$ cat config.mk
export PLATFORM = sky130hd
export DESIGN_NAME = mhgr_divider
export DESIGN_NICKNAME = d
export VERILOG_FILES = /design/src/rtl/core/mhgr_divider.sv
export SDC_FILE = /design/constraint.sdc
export NUM_CORES = 1
export LEC_CHECK = 0
export ABC_AREA = 0
export BUFFER_PORTS_ARGS = -buffer_cell sky130_fd_sc_hd__clkbuf_2
export CAP_MARGIN = 20
export CELL_PAD_IN_SITES_DETAIL_PLACEMENT = 2
export CELL_PAD_IN_SITES_GLOBAL_PLACEMENT = 2
export CORE_MARGIN = 8
export CORE_UTILIZATION = 36
export CTS_BUF_LIST = sky130_fd_sc_hd__clkbuf_16
export CTS_CLUSTER_SIZE = 24
export DETAILED_ROUTE_END_ITERATION = 8
export PLACE_DENSITY_LB_ADDON = 0.1
export SYNTH_ARGS = -nofsm -noshare
export SYNTH_HDL_FRONTEND = slang
export SYNTH_SLANG_ARGS = --single-unit
$ cat constraint.sdc
create_clock -name clk -period 4.4 [get_ports clk]
set_input_delay 0.66 -clock clk [delete_from_list [all_inputs] [get_ports clk]]
set_output_delay 0.66 -clock clk [all_outputs]
set_load 0.02 [all_outputs]
$ cat src/rtl/core/mhgr_divider.sv
`timescale 1ns / 1ps
// ----------------------------------------------------------------------------
// mhgr_divider: iterative floor divider
// Signed dividend over positive divisor, one quotient bit per cycle.
// ----------------------------------------------------------------------------
module mhgr_divider #(
  parameter int NUM_W = 34,
  parameter int DEN_W = 20
) (
  input  logic                    clk,
  input  logic                    rst,
  input  logic                    start,
  input  logic signed [NUM_W-1:0] num,
  input  logic [DEN_W-1:0]        den,
  output logic                    done,
  output logic signed [NUM_W-1:0] quo
);
  localparam int CNT_W = $clog2(NUM_W + 1);

  logic [NUM_W-1:0] q;
  logic [DEN_W:0]   rem;
  logic [DEN_W-1:0] d;
  logic             neg;
  logic [CNT_W-1:0] cnt;
  logic             busy;
  logic [DEN_W:0]   trial;
  logic [NUM_W-1:0] mag;

  // floor(a/b) for a<0 is -(floor((-a-1)/b)) - 1, i.e. ~((~a)/b)
  assign mag   = num[NUM_W-1] ? ~num : num;
  assign trial = {rem[DEN_W-1:0], q[NUM_W-1]};

  always_ff @(posedge clk) begin
    if (rst) begin
      busy <= 1'b0;
      done <= 1'b0;
    end else begin
      done <= 1'b0;
      if (start) begin
        busy <= 1'b1;
        cnt  <= CNT_W'(NUM_W);
        q    <= mag;
        rem  <= '0;
        d    <= den;
        neg  <= num[NUM_W-1];
      end else if (busy) begin
        if (trial >= {1'b0, d}) begin
          rem <= trial - {1'b0, d};
          q   <= {q[NUM_W-2:0], 1'b1};
        end else begin
          rem <= trial;
          q   <= {q[NUM_W-2:0], 1'b0};
        end
        cnt <= cnt - 1'b1;
        if (cnt == CNT_W'(1)) begin
          busy <= 1'b0;
          done <= 1'b1;
        end
      end
    end
  end

  assign quo = neg ? ~q : q;
endmodule
==> flow_summary.toml, run 1 <==
[logic_synthesis]
synth_commonest_cells = "81 x edfxtp_1, 70 x nor2_1, 48 x a21oi_1, 45 x xnor2_1, 38 x xor2_1"
synth_top_cell_by_area = "edfxtp_1"
synth_flop_cell = "edfxtp_1"
ys_ff_latch = 83
ys_seq_area_share_pct = 47.5
post_synth_num_cell_types = 57
synth_top_area_share_pct = 46.7
syn_inst = 492
syn_avg_cell_area_sq_um = 10.6
yosys_warnings = 0
synthesis.area_sq_um = 5210
syn-num-nets = 572
yosysMostFrequentCell = "edfxtp_1"
async_flop_share_pct = 0
ys_top_cells_by_area = "edfxtp_1 47%, xnor2_1 7.6%, xor2_1 6.4%"
synth_enable_flop_cells = 81

[power_and_ir_drop]
pwr-share-comb_pct = 29.3
p_switching_mw = 0.785
power_density_nw_per_um2 = 396
intPower_mw = 1.61
clkPwrFrac_pct = 29.1
p_leak_nw = 2.48
seq_power_share_pct = 41.6
p_sw_share_pct = 32.8
vdd_drop_max_v = 0.000175

[min_path]
hold_end = "d[14]"
hold_path_depth = 1
hold_path.class = "input pin to register"
holdCritStartpoint = "den[14]"

[place]
port_buffers = 91
dpl.hpwl_um = 10200
place_ws_ns = 1.37
place.gp.congestion = 0.804

[finish]
num_antenna_cells = 0
drive_above_1_share_pct = 22.5
final_net_count = 652
area_delta_synth_final_pct = 15.9
fillers = 1559
regArea_sq_um = 2470
multi_input_area_sq_um = 2480

[global_routing]
antenna_found_initial = 0
grt_pass1_wl_um = 22600
grt_pass1_vias = 4451
track_usage_pct = 15.6
gr-total-overflow = 0
grt_max_degree = 96

[worst_setup_path]
critPathMaxFanout = 17
crit_required_ns = 4.54
worst_r2r_path_depth = 9
r2r-end = "rem[1]"
path_class = "register to register"
timing.rr.start = "rem[18]"
ff2ff_setup_slack_ns = 1.41
worst_setup_path_end_kind = "register"
start_kind = "register"
worst_ep_arrival_time_ns = 3.14

[routing]
drt-initial-drc-count = 123
wl_per_cell_um = 18.1
drt_pre_antenna_iters = 4
post_drt_via_cell_ratio = 5.09
drt_drc_violations_left = 0
wirelength_um = 13800
routed-via-count = 3870
ant_nets = 0

[cts]
h-tree-depth = 3
cts.clk_slew.worst_paths_ns = 0.06
post_cts_resized = 0
cts_made_buffers = 9
cts_tree = "done"
cts.sinks = 83
clock_path_buffers = 2
cts_root_buf = "clkbuf_16"
cts_setup_buffers = 0
clock_latency_ns = 0.35
hold_buffers = 0

[timing]
tns_ns = 0
tightest_slew_ns = 1.07
period_share_pct = 68.0
max_freq_mhz = 334
setup_viol = 0
final.setup_skew_ns = 0.00668
slew_viol_final = 0
max_slew_margin_pct = 29.0
rsz0062_at_grt = "no"
worst_slack_ns = 1.41
final.min_clock_period_ns = 2.99
hold_viol = 0

[floorplan]
io_pins = 92
core_area_sq_um = 14300
die_h_um = 136
start_util_pct = 36.4
die-area_sq_um = 18600
rows = 44
die_w_um = 136

[status]
status = "complete, no violations"

[flow_run]
drv_cap = 0
[worst max-delay path, stage by stage, from the launching register on]
cell and delay [ns]:
edfxtp_1 0.39, ha_1 0.43, a211oi_2 0.25, nand3_1 0.12
nor2_1 0.16, nand3_1 0.12, o21ai_2 0.55, buf_4 0.38
nor2b_1 0.09, a211oi_1 0.28
[state kept, by name, indices dropped and copies added (netlist names)]
signal  flops
q          34
d          20
rem        20
cnt         6
busy        1
done        1
neg         1
[area by class of cell]
class | instances | share of cell area, %
Timing Repair Buffer | 96 | 8.16
Multi-Input combinational cell | 356 | 41.1
Inverter | 26 | 1.62
Tap cell | 184 | 3.81
Sequential cell | 83 | 40.9
Clock inverter | 7 | 0.601
Clock buffer | 9 | 3.73
[metal layers]
metal	wire length, um	GRT usage [%]
met3	660	4.07
met4	287	7.08
met5	0	0
met2	6560	25.8
met1	6270	18.8
[kinds of logic after synthesis]
logic type,synth area share (%)
XOR/XNOR,14.0
AO/OA/AOI/OAI,12.2
flip-flops,47.5
buffers and inverters,5.07
multiplexers,3.07
adder cells (fa/ha/maj),5.67
AND/OR/NAND/NOR,12.6
[how the worst max path moves through the flow]
stage	start	slack (ns)	to
global placement	rem[18]	1.42	rem[14]
detailed placement	rem[18]	1.37	rem[1]
floorplan	start	0.33	cnt[0]
CTS	rem[18]	1.31	rem[1]
global route	rem[3]	1.16	rem[1]
finish	rem[18]	1.41	rem[1]
[cell usage in the layout, fill, tap and decap left out, types with 5 or more instances in the layout]
cell type and count:
buf_4 5, clkbuf_2 90, xnor2_1 45, mux2i_1 16
nor2b_1 6, a21oi_1 48, o21ai_1 5, nor3_1 7
clkbuf_16 9, o21ai_0 6, a21o_1 5, ha_1 22
nand2_1 19, nand3_1 9, edfxtp_1 81, nor2_1 69
inv_1 27, nand3b_1 5, xor2_1 38
[per-stage QoR]
step | area (sq um) | hold WS (ns) | instances | utilization [%] | total power, mW
final | 6040 | 0.485 | 761 | 42.2 | 2.39
after global routing | 6040 | 0.475 | 761 | 42.2 | 2.52
after CTS | 6040 | 0.468 | 761 | 42.2 | 2.43
after detailed placement | 5780 | 0.491 | 745 | 40.4 | 1.72
after global placement | 5780 | 0.481 | 745 | 40.4 | 1.70
after floorplan | 5210 | 0.460 | 492 | - | 1.53
[power groups by stage]
stage / sequential [mW] / combinational (mW) / clock [mW]
floorplan: 0.999 / 0.532 / 0
CTS: 0.995 / 0.715 / 0.720
global route: 1.00 / 0.778 / 0.746
global placement: 1.01 / 0.688 / 0
finish: 0.994 / 0.701 / 0.696
detailed placement: 1.01 / 0.710 / 0
Power figures use the tool's default switching activity.
==> run 2, diff against run 1 <==
--- a/config.mk
+++ b/config.mk
@@ -11,7 +11,7 @@
 export CELL_PAD_IN_SITES_DETAIL_PLACEMENT = 2
 export CELL_PAD_IN_SITES_GLOBAL_PLACEMENT = 2
 export CORE_MARGIN = 8
-export CORE_UTILIZATION = 36
+export CORE_UTILIZATION = 33
 export CTS_BUF_LIST = sky130_fd_sc_hd__clkbuf_16
 export CTS_CLUSTER_SIZE = 24
 export DETAILED_ROUTE_END_ITERATION = 8
==> constraint.sdc (replaced) <==
create_clock -name clk -period 2.6 [get_ports clk]
set_input_delay 0.39 -clock clk [delete_from_list [all_inputs] [get_ports clk]]
set_output_delay 0.39 -clock clk [all_outputs]
set_load 0.02 [all_outputs]
==> flow_summary.toml, run 2 (synthesized netlist as in run 1, its figures left out) <==
[finish]
regMostFlops = "q"
layout_common_cells = "90 x clkbuf_2, 81 x edfxtp_1, 67 x nor2_1"
stdcell_area_sq_um = 6340
final_core_util_pct = 40.5
final_common_cell = "clkbuf_2"
largest_register_ffs = 34
final_net_count = 663
largestRegisters = "q x34, d x20, rem x20"
drive_above_1_share_pct = 26.5
final-instance-count-excl-fill = 804
area_delta_synth_final_pct = 21.8
num_antenna_cells = 0

[worst_setup_path]
worst_r2r_path_depth = 9
worst_ep_arrival_time_ns = 2.69
path_class = "register to register"
start_kind = "register"
crit_required_ns = 2.79
critPathMaxFanout = 16
worstSetupStartpoint = "rem[7]"
crit_end = "rem[15]"
worst_setup_path_end_kind = "register"
timing.rr.start = "rem[7]"
r2r-end = "rem[15]"
ff2ff_setup_slack_ns = 0.10

[cts]
h-tree-depth = 3
cts_tree = "done"
clock_path_buffers = 2
cts.sinks = 83
clock_latency_ns = 0.35
cts.clk_slew.worst_paths_ns = 0.07
cts_made_buffers = 9
cts_root_buf = "clkbuf_16"
hold_buffers = 0

[timing]
max_freq_mhz = 400
tightest_slew_ns = 0.507
period_share_pct = 96.1
final.setup_skew_ns = 0.00928
max_slew_margin_pct = 66.2
hold_viol = 0
final.min_clock_period_ns = 2.50
slew_viol_final = 0
setup_viol = 0
rsz0062_at_grt = "no"

[min_path]
hold_path.class = "input pin to register"

[power_and_ir_drop]
power.total_mw = 4.26
power_density_nw_per_um2 = 671
vdd_drop_max_v = 0.000376
p_leak_nw = 2.56

[global_routing]
grt_pass1_wl_um = 23800
antenna_found_initial = 0
grt_max_degree = 95
gr-total-overflow = 0
grt_pass1_vias = 4637
track_usage_pct = 15.0

[routing]
post_drt_via_cell_ratio = 4.87
wirelength_um = 14400
drt-initial-drc-count = 87
ant_nets = 0
drt_drc_violations_left = 0
routed-via-count = 3917
drt_pre_antenna_iters = 4
wl_per_cell_um = 17.9

[place]
place.gp.congestion = 0.773
dp.cells = 783
port_buffers = 91
dpl.hpwl_um = 10400
postPlaceCellArea_sq_um = 5910

[flow_run]
drv_cap = 0

[floorplan]
die-area_sq_um = 20100
die_h_um = 142
die_w_um = 142
io_pins = 92
rows = 46
core_area_sq_um = 15700
start_util_pct = 33.3

[status]
status = "complete, no violations"
run 2: cell types whose count changed in the layout (fill, tap and decap cells not counted), sizes merged:
cell,change
buf,+11
clkinv,-3
bufinv,+1
clkinvlp,+1
inv,+1
run 2: worst max-delay path, cell delays in order, from the launching register on:
cell and delay (ns):
edfxtp_1 0.40, ha_1 0.42, and3_4 0.26, nor2b_1 0.23, o211ai_1 0.15, nand2_2 0.14
o21ai_4 0.09, buf_12 0.16, a2111o_1 0.37, a21oi_2 0.13
run 2: worst min-delay path by stage:
stage	start	endpoint	slack (ns)	cells past startpoint
2_1_floorplan	busy	done	0.46	1
3_3_place_gp	busy	done	0.48	1
3_5_place_dp	busy	done	0.48	1
4_1_cts	den[3]	d[3]	0.20	1
5_1_grt	den[5]	d[5]	0.20	1
6_report	den[3]	d[3]	0.22	1
run 2: metrics by stage:
stage	worst slack, ns	hold WS, ns	setup TNS [ns]
floorplan	0.288	0.460	0
detailed placement	-0.0749	0.484	-0.155
CTS	0.00991	0.204	0
global route	0.00580	0.204	0
finish	0.102	0.217	0
global placement	-0.0323	0.484	-0.0323
run 2: area by class of cell:
class | count | area [sq um]
Timing Repair Buffer | 107 | 629
Inverter | 26 | 97.6
Clock inverter | 7 | 62.6
Multi-Input combinational cell | 356 | 2590
Clock buffer | 9 | 225
Sequential cell | 83 | 2470
Fill cell | 1728 | 9310
Tap cell | 216 | 270
run 2: report_power, final:
group          leakage (nW)  total (mW)  internal [mW]  switching [mW]
clock                 0.145        1.28          0.735           0.543
sequential            0.785        1.68           1.62          0.0641
combinational          1.63        1.30          0.547           0.755
total                  2.56        4.26           2.90            1.36
run 2: what timing repair did:
item	CTS	global route
setup buffers	0	5
cloned	0	0
endpoints found under the setup margin	3	16
pin swaps	0	6
gates resized for setup	5	19
run 2: metal layers:
metal	global-route usage (%)	part of all wire (%)	wire length [um]
met1	17.2	44	6290
met2	26.0	50	7140
met3	4.54	5.3	762
met4	5.09	1.4	208
met5	0	0	0
